[config.mk]
export PLATFORM = sky130hd
export DESIGN_NAME = i2c_bit_level_master_top
export DESIGN_NICKNAME = d
export VERILOG_FILES = /design/src/rtl/i2cm_pkg.sv /design/src/rtl/i2c_bit_level_master_top.sv
export SDC_FILE = /design/constraint.sdc
export NUM_CORES = 1
export LEC_CHECK = 0
export BUFFER_PORTS_ARGS = -buffer_cell sky130_fd_sc_hd__buf_2
export CAP_MARGIN = 20
export CORE_UTILIZATION = 35
export DETAILED_ROUTE_END_ITERATION = 16
export SLEW_MARGIN = 20
export SYNTH_ARGS = -nofsm -noshare
export SYNTH_HDL_FRONTEND = slang
export SYNTH_SLANG_ARGS = --single-unit
[constraint.sdc]
create_clock -name clk -period 3.7 [get_ports clk]
set_input_delay 0.185 -clock clk [delete_from_list [all_inputs] [get_ports clk]]
set_output_delay 0.185 -clock clk [all_outputs]
set_load 0.02 [all_outputs]
[src/rtl/i2cm_pkg.sv]
// i2cm_pkg: shared types and constants for the bit-level i2c master
// no dependencies; imported by i2c_bit_level_master_top
package i2cm_pkg;

  localparam int BITS_PER_BYTE = 8;
  localparam int BIT_CNT_W     = $clog2(BITS_PER_BYTE + 1);
  localparam int HALF_W        = 16;

  localparam logic [HALF_W-1:0] HALF_PERIOD_RESET = HALF_W'(80);

  // command codes, also the current operation
  typedef enum logic [2:0] {
    OP_IDLE  = 3'd0,
    OP_START = 3'd1,
    OP_STOP  = 3'd2,
    OP_WRITE = 3'd3,
    OP_READ  = 3'd4
  } op_t;

  typedef logic [2:0] phase_t;

  localparam phase_t PH_FIRST = 3'd0;
  localparam phase_t PH_SCL   = 3'd1;
  localparam phase_t PH_PULL  = 3'd2;
  localparam phase_t PH_LAST  = 3'd3;
  localparam phase_t PH_END   = 3'd7;

endpackage

[src/rtl/i2c_bit_level_master_top.sv]
// i2c_bit_level_master_top: open-drain i2c master sequencer, one item per tick
// depends on i2cm_pkg
//
// Usage
// - input channel (in_valid/in_stall): one item per bus tick, carrying a
//   command (start, stop, write byte, read byte or none), its operands and
//   the sampled sda level; commands are only taken while the master is idle
// - output channel (out_valid/out_stall): one result item per input item,
//   with the scl/sda pull-down drives, busy, done, last read byte and ack
// - cfg_wr_*: sets the half period in ticks; write only while idle (unchecked)
// Timing
// - an item is held in the input register, processed against the sequencer
//   state in one pass and lands in the output register
// - one item per cycle sustained unless the output stalls; the sequencer state
//   feeds back into the very next item, all within that single pass
// Reset
// - synchronous rst releases both lines in the sequencer state, clears it and
//   the valid flags and sets the half period to 80 ticks
// Stall
// - while the output item is stalled the input register holds its item and
//   in_stall is raised only when that register is full
module i2c_bit_level_master_top (
  input  logic                        clk,
  input  logic                        rst,
  input  logic                        cfg_wr_en,
  input  logic [i2cm_pkg::HALF_W-1:0] cfg_wr_data,
  input  logic                        in_valid,
  output logic                        in_stall,
  input  logic [2:0]                  cmd,
  input  logic [7:0]                  data_byte,
  input  logic                        send_ack,
  input  logic                        sda_in,
  output logic                        out_valid,
  input  logic                        out_stall,
  output logic                        scl_drive_low,
  output logic                        sda_drive_low,
  output logic                        busy_res,
  output logic                        done_res,
  output logic [7:0]                  read_byte,
  output logic                        ack_bit
);
  import i2cm_pkg::*;

  // configuration
  logic [HALF_W-1:0] half_period;

  // input register
  logic       in_full;
  logic [2:0] cmd_r;
  logic [7:0] data_r;
  logic       send_ack_r;
  logic       sda_r;

  // sequencer state
  op_t                  op, op_next;
  phase_t               phase, phase_next;
  logic [HALF_W-1:0]    wait_count, wait_count_next;
  logic [BIT_CNT_W-1:0] bit_count, bit_count_next;
  logic [7:0]           shift_reg, shift_reg_next;
  logic                 ack_choice, ack_choice_next;
  logic                 scl_low, scl_low_next;
  logic                 sda_low, sda_low_next;
  logic [7:0]           last_read, last_read_next;
  logic                 last_ack, last_ack_next;
  logic                 done_next;
  logic                 step;

  logic advance;

  assign advance  = in_full && (!out_valid || !out_stall);
  assign in_stall = in_full && out_valid && out_stall;

  // half period register
  always_ff @(posedge clk) begin
    if (rst) begin
      half_period <= HALF_PERIOD_RESET;
    end else if (cfg_wr_en) begin
      half_period <= cfg_wr_data;
    end
  end

  // input register
  always_ff @(posedge clk) begin
    if (rst) begin
      in_full <= 1'b0;
    end else if (!in_stall) begin
      in_full <= in_valid;
    end
  end

  always_ff @(posedge clk) begin
    if (in_valid && !in_stall) begin
      cmd_r      <= cmd;
      data_r     <= data_byte;
      send_ack_r <= send_ack;
      sda_r      <= sda_in;
    end
  end

  // next state: command launch, half-period wait, completion and pin steps
  always_comb begin
    op_next         = op;
    phase_next      = phase;
    wait_count_next = wait_count;
    bit_count_next  = bit_count;
    shift_reg_next  = shift_reg;
    ack_choice_next = ack_choice;
    scl_low_next    = scl_low;
    sda_low_next    = sda_low;
    last_read_next  = last_read;
    last_ack_next   = last_ack;
    done_next       = 1'b0;
    step            = 1'b0;

    if (op == OP_IDLE) begin
      if (cmd_r inside {OP_START, OP_STOP, OP_WRITE, OP_READ}) begin
        op_next         = op_t'(cmd_r);
        phase_next      = PH_FIRST;
        bit_count_next  = '0;
        shift_reg_next  = (cmd_r == OP_WRITE) ? data_r : 8'h00;
        ack_choice_next = send_ack_r;
        step            = 1'b1;
      end
    end else if (wait_count != '0) begin
      wait_count_next = wait_count - HALF_W'(1);
    end else if (phase == PH_END) begin
      op_next    = OP_IDLE;
      phase_next = PH_FIRST;
      done_next  = 1'b1;
    end else begin
      step = 1'b1;
    end

    // one pin-change step, then a half period of waiting
    if (step) begin
      case (op_next)
        OP_START: begin
          case (phase_next)
            PH_FIRST: begin
              sda_low_next = 1'b0;
              phase_next   = PH_SCL;
            end
            PH_SCL: begin
              scl_low_next = 1'b0;
              phase_next   = PH_PULL;
            end
            PH_PULL: begin
              sda_low_next = 1'b1;
              phase_next   = PH_LAST;
            end
            PH_LAST: begin
              scl_low_next = 1'b1;
              phase_next   = PH_END;
            end
            default: phase_next = PH_END;
          endcase
        end
        OP_STOP: begin
          case (phase_next)
            PH_FIRST: begin
              sda_low_next = 1'b1;
              phase_next   = PH_SCL;
            end
            PH_SCL: begin
              scl_low_next = 1'b0;
              phase_next   = PH_PULL;
            end
            PH_PULL: begin
              sda_low_next = 1'b0;
              phase_next   = PH_END;
            end
            default: phase_next = PH_END;
          endcase
        end
        OP_WRITE: begin
          case (phase_next)
            PH_FIRST: begin
              // data bit msb first, then release for the ack slot
              if (bit_count_next < BIT_CNT_W'(BITS_PER_BYTE)) begin
                sda_low_next   = ~shift_reg_next[7];
                shift_reg_next = {shift_reg_next[6:0], 1'b0};
              end else begin
                sda_low_next = 1'b0;
              end
              phase_next = PH_SCL;
            end
            PH_SCL: begin
              scl_low_next = 1'b0;
              if (bit_count_next >= BIT_CNT_W'(BITS_PER_BYTE)) begin
                last_ack_next = sda_r;
              end
              phase_next = PH_PULL;
            end
            PH_PULL: begin
              scl_low_next = 1'b1;
              if (bit_count_next < BIT_CNT_W'(BITS_PER_BYTE)) begin
                bit_count_next = bit_count_next + BIT_CNT_W'(1);
                phase_next     = PH_FIRST;
              end else begin
                phase_next = PH_END;
              end
            end
            default: phase_next = PH_END;
          endcase
        end
        OP_READ: begin
          case (phase_next)
            PH_FIRST: begin
              // release sda for data, or drive the ack choice at the end
              if (bit_count_next < BIT_CNT_W'(BITS_PER_BYTE)) begin
                sda_low_next = 1'b0;
              end else begin
                sda_low_next = ack_choice_next;
              end
              phase_next = PH_SCL;
            end
            PH_SCL: begin
              scl_low_next = 1'b0;
              if (bit_count_next < BIT_CNT_W'(BITS_PER_BYTE)) begin
                shift_reg_next = {shift_reg_next[6:0], sda_r};
                if (bit_count_next == BIT_CNT_W'(BITS_PER_BYTE - 1)) begin
                  last_read_next = shift_reg_next;
                end
              end
              phase_next = PH_PULL;
            end
            PH_PULL: begin
              scl_low_next = 1'b1;
              if (bit_count_next < BIT_CNT_W'(BITS_PER_BYTE)) begin
                bit_count_next = bit_count_next + BIT_CNT_W'(1);
                phase_next = (bit_count_next < BIT_CNT_W'(BITS_PER_BYTE)) ?
                             PH_SCL : PH_FIRST;
              end else begin
                phase_next = PH_END;
              end
            end
            default: phase_next = PH_END;
          endcase
        end
        default: phase_next = PH_END;
      endcase
      wait_count_next = half_period;
    end
  end

  // sequencer state registers
  always_ff @(posedge clk) begin
    if (rst) begin
      op         <= OP_IDLE;
      phase      <= PH_FIRST;
      wait_count <= '0;
      bit_count  <= '0;
      shift_reg  <= '0;
      ack_choice <= 1'b0;
      scl_low    <= 1'b0;
      sda_low    <= 1'b0;
      last_read  <= '0;
      last_ack   <= 1'b0;
    end else if (advance) begin
      op         <= op_next;
      phase      <= phase_next;
      wait_count <= wait_count_next;
      bit_count  <= bit_count_next;
      shift_reg  <= shift_reg_next;
      ack_choice <= ack_choice_next;
      scl_low    <= scl_low_next;
      sda_low    <= sda_low_next;
      last_read  <= last_read_next;
      last_ack   <= last_ack_next;
    end
  end

  // result item: output valid
  always_ff @(posedge clk) begin
    if (rst) begin
      out_valid <= 1'b0;
    end else if (!out_valid || !out_stall) begin
      out_valid <= in_full;
    end
  end

  // result item: payload from the updated state
  always_ff @(posedge clk) begin
    if (advance) begin
      scl_drive_low <= scl_low_next;
      sda_drive_low <= sda_low_next;
      busy_res      <= (op_next != OP_IDLE);
      done_res      <= done_next;
      read_byte     <= last_read_next;
      ack_bit       <= last_ack_next;
    end
  end

`ifndef SYNTHESIS
  // a completing item never reports busy
  a_done_not_busy: assert property (@(posedge clk) disable iff (rst)
    (out_valid && done_res) |-> !busy_res)
    else $error("done reported while busy");

  // idle sequencer always rests at the first phase
  a_idle_phase: assert property (@(posedge clk) disable iff (rst)
    (op == OP_IDLE) |-> (phase == PH_FIRST))
    else $error("idle with non-zero phase");

  // bit counter never passes the ack slot
  a_bit_range: assert property (@(posedge clk) disable iff (rst)
    bit_count <= BIT_CNT_W'(BITS_PER_BYTE))
    else $error("bit counter out of range");

  // a held input item stays in the input register
  a_in_hold: assert property (@(posedge clk) disable iff (rst)
    (in_full && !advance) |=> (in_full && $stable(cmd_r) && $stable(sda_r)))
    else $error("input item lost while stalled");
`endif

endmodule
After elaboration in Yosys (flattened, before gate mapping)
Cells that the tools add are included.
{"block": "classes", "n_eq_ne": 14, "reduce_logical": 17, "bitwise": 1, "muxes": 64, "addsub": 2, "order_cmp": 3}
{"operator": "2-to-1 mux 8 bit", "count": 13}
{"operator": "2-to-1 mux 16 bit", "count": 3}
{"operator": "2-to-1 mux 3 bit", "count": 11}
{"operator": "one-hot mux 3 bit (3 select lines)", "count": 3}
{"operator": "2-to-1 mux 4 bit", "count": 6}
{"operator": "2-to-1 mux 1 bit", "count": 19}
{"operator": "equality test 3 x 2 -> 1 bit, second input constant", "count": 6}
{"operator": "one-hot mux 8 bit (2 select lines)", "count": 1}
{"operator": "nonzero test 16 bit", "count": 1}
{"operator": "subtractor 16 x 1 -> 16 bit, second input constant", "count": 1}
{"operator": "one-hot mux 3 bit (4 select lines)", "count": 1}
{"operator": "equality test 3 x 1 -> 1 bit, second input constant", "count": 3}
{"operator": "equality test 3 bit, second input constant", "count": 3}
{"operator": "< comparator 4 bit, second input constant", "count": 2}
{"operator": "one-hot mux 1 bit (2 select lines)", "count": 4}
{"operator": "logical NOT 3 bit", "count": 2}
{"operator": "one-hot mux 3 bit (2 select lines)", "count": 1}
{"operator": "adder 4 x 1 -> 4 bit, second input constant", "count": 1}
{"operator": "equality test 4 x 3 -> 1 bit, second input constant", "count": 1}
{"operator": ">= comparator 4 bit, second input constant", "count": 1}
{"operator": "logical AND 1 bit", "count": 4}
{"operator": "one-hot mux 1 bit (4 select lines)", "count": 1}
{"operator": "nonzero test 4 bit", "count": 1}
{"operator": "OR reduction 2 bit", "count": 2}
{"operator": "8 further kinds", "count": 10}
{"block": "totals", "inputBits": 34, "out_inout_bits": 15, "register_bits": 90, "wordCells": 124}

Longest topological paths before layout
{"block": "logic_depth", "word_depth": 11, "depth_mapped": 13, "mapped_depth_nobuf": 9}

Worst setup path after synthesis
OpenSTA, ideal clock, no wires.
{"block": "synth_path", "kind": "register -> register", "from": "reg cmd_r[0]", "to": "reg last_read[6]", "path_buffers": 3, "path_slack_ns": 0.811, "setup_ns": 0.133, "arrival_ns": 2.756, "stages_incl_launch_ff": 13, "synth_period_minus_slack_ns": 2.889, "t_required_ns": 3.567, "cell_sequence": "edfxtp_1 or3_1 nand3_2 clkbuf_1 and2_1 ha_1 nand3_1 or4_1 buf_4 or2_1 buf_6 nand2_1 a21oi_1"}
{"block": "synth_between", "elab_chain_len": 10, "word_cells_on_any_way": 25, "cone_classes": "order compare: 1; eq/ne: 7; mux: 16; reduce/logical: 1"}
{"item": "start: declaration", "line_no": "i2c_bit_level_master_top.sv:49", "source": "logic [2:0] cmd_r;"}
{"item": "start signal: assignment", "line_no": "i2c_bit_level_master_top.sv:93", "source": "cmd_r <= cmd;"}
{"item": "parallel branches: the longest is 9 deep, another holds < comparator 4 bit"}
{"item": "2-to-1 mux 8 bit *", "line_no": "i2c_bit_level_master_top.sv:135", "source": "if (step) begin"}
{"item": "end signal: assignment", "line_no": "i2c_bit_level_master_top.sv:268", "source": "last_read <= last_read_next;"}
{"item": "end: declaration", "line_no": "i2c_bit_level_master_top.sv:63", "source": "logic [7:0] last_read, last_read_next;"}
Mark *: on every way between the ends.
A chain may end at the register's enable or synchronous reset.

Final worst setup path
{"block": "layout_path", "from": "reg wait_count[0]", "to": "reg last_read[1]"}
{"block": "layout_between", "elab_chain_len": 7, "word_cells_on_any_way": 12, "cone_classes": "eq/ne: 2; mux: 9; reduce/logical: 1"}
{"item": "start: declaration", "line_no": "i2c_bit_level_master_top.sv:57", "source": "logic [HALF_W-1:0] wait_count, wait_count_next;"}
{"item": "start signal: assignment", "line_no": "i2c_bit_level_master_top.sv:262", "source": "wait_count <= wait_count_next;"}
{"item": "nonzero test 16 bit *", "line_no": "i2c_bit_level_master_top.sv:124", "source": "end else if (wait_count != '0) begin"}
{"item": "2-to-1 mux 3 bit", "line_no": "i2c_bit_level_master_top.sv:124"}
{"item": "2-to-1 mux 3 bit", "line_no": "i2c_bit_level_master_top.sv:115", "source": "if (op == OP_IDLE) begin"}
{"item": "equality test 3 x 1 -> 1 bit", "line_no": "i2c_bit_level_master_top.sv:207", "source": "case (phase_next)"}
{"item": "2-to-1 mux 8 bit", "line_no": "i2c_bit_level_master_top.sv:207"}
{"item": "2-to-1 mux 8 bit", "line_no": "i2c_bit_level_master_top.sv:136", "source": "case (op_next)"}
{"item": "2-to-1 mux 8 bit *", "line_no": "i2c_bit_level_master_top.sv:135"}
Every way passes the cells marked *; elsewhere a longest branch is shown, timed or not.

==> results.txt <==
The detail-routed net length per standard cell came out at 15.4 um. The signal on the critical path passes through inv_1, ha_1, nor4b_2, and4_1, a31o_1, or4_1, or2_1, nand2_1, a21oi_1. The cell internal power dissipation is 1.91 mW. In the final layout, the registers with the most flip-flops are half_period x16, wait_count x16. TritonCTS built the clock tree. The number of antenna violations at the first check in global routing is 0.

The layout filler cell count is 1220. The weighted congestion reported at the end of routability-driven placement came out at 0.865. The die covers 13000 sq um.

At the pin with the least slew margin, the transition time is 0.738 ns. The post-route core utilization came out at 42.6%. The maximum fanout count along the critical path is 10. The required time reported for the critical path endpoint is 3.92 ns. Of the cells placed in the final design, the portion with a size suffix greater than 1 is 18.4%. In this run the number of H-tree levels came out at 3. Setup repair after global routing left no endpoint under its margin. On the critical path the largest part of the delay comes from simple AND/OR/NAND/NOR gates.

The horizontal die dimension came out at 114 um. The number of synthesized flops with an enable pin came out at 26. The via total after detailed routing came out at 3772. The relative contribution of the clock network to total power came out at 37.1%.

The portion of synthesized cell area occupied by the leading cell type is 29.2%. The post-synth net total came out at 518. The count of boundary I/O pins came out at 49.

The net load switching power is 0.847 mW. The flow ran to the end, and the final reports show no timing, DRC or antenna violations. The routed wire length is 10700 um. The category of the most critical setup path is flip-flop to flip-flop. The remaining routing DRC violations is 0. STA classifies the critical path endpoint as a flip-flop. The vertical die dimension came out at 114 um. The cell leakage power came out at 1.93 nW. In this run the worst hold path is classified as input port to flip-flop. The total core area came out at 12100 sq um. The via count of the first global-routing pass is 3503. In the synthesized netlist the dominant register cell turns out to be sky130_fd_sc_hd__dfxtp_1.

The worst relative slew slack is 50.8%. The hold violation total from the final report came out at 0. The placed wire-length estimate after detailed placement came out at 7350 um. The synthesized instance count came out at 481. The number of DRC violations after detailed-routing iteration 0 came out at 199.

The final worst clock skew came out at 0.00717 ns. The peak per-stage delay on the critical path came out at 0.77 ns. The longest clock path from root to sink contains 2 buffers. The repair_antennas step left the layout with diodes totalling 0. The floorplan row count is 40. The total power density per cell area came out at 534 nW/um^2. OpenSTA, run right after detailed placement, puts the worst setup slack at 0.723 ns. Across every metal layer, demand over resource in global routing totals 16.9%. The count of max-cap constraint violations came out at 0.

The share of total power dissipated in combinational logic is 22.1%. The signed area change from the synthesized netlist to the final layout is 17.4%. The effective utilization at floorplan is 36.3%.

The net count of the finished layout is 560. Entering global routing, the biggest net connects 46 pins. The share of flip-flops with an asynchronous set or reset after synthesis came out at 0%. The worst path uses 80.1% of the clock period.

The worst setup path is launched from a flip-flop. The sequential element share of the synthesized area is 46.9%. The worst-case setup margin in the final layout is 0.735 ns. The number of buffers created by CTS came out at 9. Clock tree synthesis selected as its root buffer the cell sky130_fd_sc_hd__clkbuf_16. The iteration count of the initial detailed-routing pass came out at 5. Yosys printed 0 warnings.

The total standard cell area after synthesis came out at 4390 sq um. The synthesized area per cell came out at 9.14 sq um. The worst vdd rail ir drop is 224 uV. sky130_fd_sc_hd__dfxtp_1 takes more of the synthesized area than any other cell. The total global routing overflow is 0.

The clock-pin transition on the worst setup and hold timing paths is 0.07 ns. The smallest clock period supported by the final layout is computed as 2.96 ns. The slowest stage cell on the critical path is sky130_fd_sc_hd__or4_1. The number of buffers and inverters on the critical path is 1. Setup violations remaining at the end of the flow were counted as 0. Port buffering added 48 buffers. Yosys attributes the largest share of cell area to sky130_fd_sc_hd__dfxtp_1, sky130_fd_sc_hd__edfxtp_1, sky130_fd_sc_hd__nor2_1. The proportion of total power due to net switching is 30.7%. The wire length of the first global-routing pass is 17400 um.

Synthesis instantiated 63 different standard cells from the library. The CTS sink count is 90. The max-slew violation total from the final report is 0. The remaining number of nets flagged by the antenna check after routing came out at 0. The number of cells on the worst hold path came out at 1. The clock latency on the worst-skew pair is 0.35 ns.

For the worst setup path, the data arrival time is 3.18 ns. The proportion of power drawn by flip-flops and latches is 40.8%. The path depth of the worst reg2reg path is 9. The via-per-instance ratio came out at 5.42. The logic depth of the worst path, buffers included came out at 9.

Static timing analysis puts the maximum clock frequency at 337 MHz. The aggregate negative setup slack is 0 ns. Counting flops and latches in the post-synthesis netlist gives 90.
## cells in the final DEF (no fill, tap or decap), drive strengths merged, types with 4 or more instances in the layout
master / netlist / final
nor2: 75 / 75
dfxtp: 64 / 64
buf: 4 / 56
nand2: 49 / 49
a21oi: 41 / 41
edfxtp: 26 / 26
o21ai: 26 / 26
o31ai: 16 / 16
mux2i: 15 / 15
nand3: 14 / 14
a211oi: 10 / 10
clkbuf: 24 / 10
nor3: 10 / 10
a22o: 9 / 9
mux2: 9 / 9
nand3b: 8 / 8
inv: 5 / 8
nor4: 7 / 7
nand4: 6 / 6
a31oi: 5 / 5
and2: 4 / 4
## power groups by stage
stage               combinational (mW)  sequential (mW)  clock (mW)
floorplan                        0.451             1.14           0
global placement                 0.596             1.14           0
detailed placement               0.602             1.15           0
CTS                              0.606             1.12        1.05
global route                     0.678             1.13        1.09
finish                           0.608             1.13        1.02
## Yosys cell counts, types with 2 or more instances
cell	n
sky130_fd_sc_hd__a211o_1	2
sky130_fd_sc_hd__a211oi_1	10
sky130_fd_sc_hd__a21o_1	2
sky130_fd_sc_hd__a21oi_1	40
sky130_fd_sc_hd__a221oi_1	3
sky130_fd_sc_hd__a22o_1	9
sky130_fd_sc_hd__a22oi_1	3
sky130_fd_sc_hd__a2bb2oi_1	3
sky130_fd_sc_hd__a31oi_1	5
sky130_fd_sc_hd__a32oi_1	3
sky130_fd_sc_hd__and2_1	3
sky130_fd_sc_hd__and3_1	3
sky130_fd_sc_hd__buf_6	2
sky130_fd_sc_hd__clkbuf_1	24
sky130_fd_sc_hd__dfxtp_1	64
sky130_fd_sc_hd__edfxtp_1	26
sky130_fd_sc_hd__ha_1	3
sky130_fd_sc_hd__inv_1	5
sky130_fd_sc_hd__mux2_2	9
sky130_fd_sc_hd__mux2i_1	15
sky130_fd_sc_hd__nand2_1	49
sky130_fd_sc_hd__nand3_1	11
sky130_fd_sc_hd__nand3_2	3
sky130_fd_sc_hd__nand3b_1	8
sky130_fd_sc_hd__nand4_1	5
sky130_fd_sc_hd__nor2_1	74
sky130_fd_sc_hd__nor2b_1	3
sky130_fd_sc_hd__nor3_1	8
sky130_fd_sc_hd__nor3_2	2
sky130_fd_sc_hd__nor4_1	3
sky130_fd_sc_hd__nor4_2	2
sky130_fd_sc_hd__nor4_4	2
sky130_fd_sc_hd__o211ai_1	2
sky130_fd_sc_hd__o21a_1	2
sky130_fd_sc_hd__o21ai_0	24
sky130_fd_sc_hd__o21ai_1	2
sky130_fd_sc_hd__o31a_1	3
sky130_fd_sc_hd__o31ai_1	16
sky130_fd_sc_hd__or3_1	3
sky130_fd_sc_hd__or4_1	2
## per-layer routing
layer	vias to the layer above	wire (um)	GRT usage, %
met3	12	580	4.45
met5	-	0	0
met4	0	142	5.19
li1	1868	-	-
met1	1787	5010	23.1
met2	105	5000	26.3
## area by class of cell
type                       count  area (sq um)  area share, %
tap                          168           210           4.08
sequential                    90          2060           40.0
clock inverter                 6          95.1           1.84
timing repair buffer          59           330           6.40
clock buffer                  10           239           4.63
multi-input combinational    358          2200           42.7
inverter                       5          18.8          0.364
## per-stage QoR
stage | area, sq um | hold WS (ns) | power (mW) | std cells
3_3_place_gp | 4790 | 0.362 | 1.74 | 677
2_1_floorplan | 4390 | 0.284 | 1.59 | 481
3_5_place_dp | 4790 | 0.363 | 1.75 | 677
6_report | 5160 | 0.00733 | 2.76 | 696
4_1_cts | 5130 | 0.00133 | 2.78 | 693
5_1_grt | 5160 | 0.00279 | 2.90 | 696
## cell families (layout without fill, tap and decap cells)
group | after synthesis | count (layout) | synth area share (%)
AOI/OAI and AO/OA | 138 | 138 | 20.8
muxes | 24 | 24 | 5.72
xor gates and xnor gates | 1 | 1 | 0.199
adders and majority gates | 3 | 3 | 0.854
and+or+nand+nor | 192 | 192 | 22.3
buffers and inverters | 33 | 80 | 3.27
DFF | 90 | 90 | 46.9
## final timing paths
kind / start / to / slack [ns]
worst max-delay path: wait_count[0] / last_read[1] / 0.74
worst min-delay path: data_byte[2] / data_r[2] / 0.007
worst max register to register: wait_count[0] / last_read[1] / 0.74
worst min register to register: last_read[2] / last_read[2] / 0.46
## repair_timing
action | in CTS | in global routing
setup buffers | 0 | 0
hold buffers | 0 | 3
gates resized for setup | 0 | 0
hold endpoints to repair | 0 | 3
(Power assumes the default switching activity.)
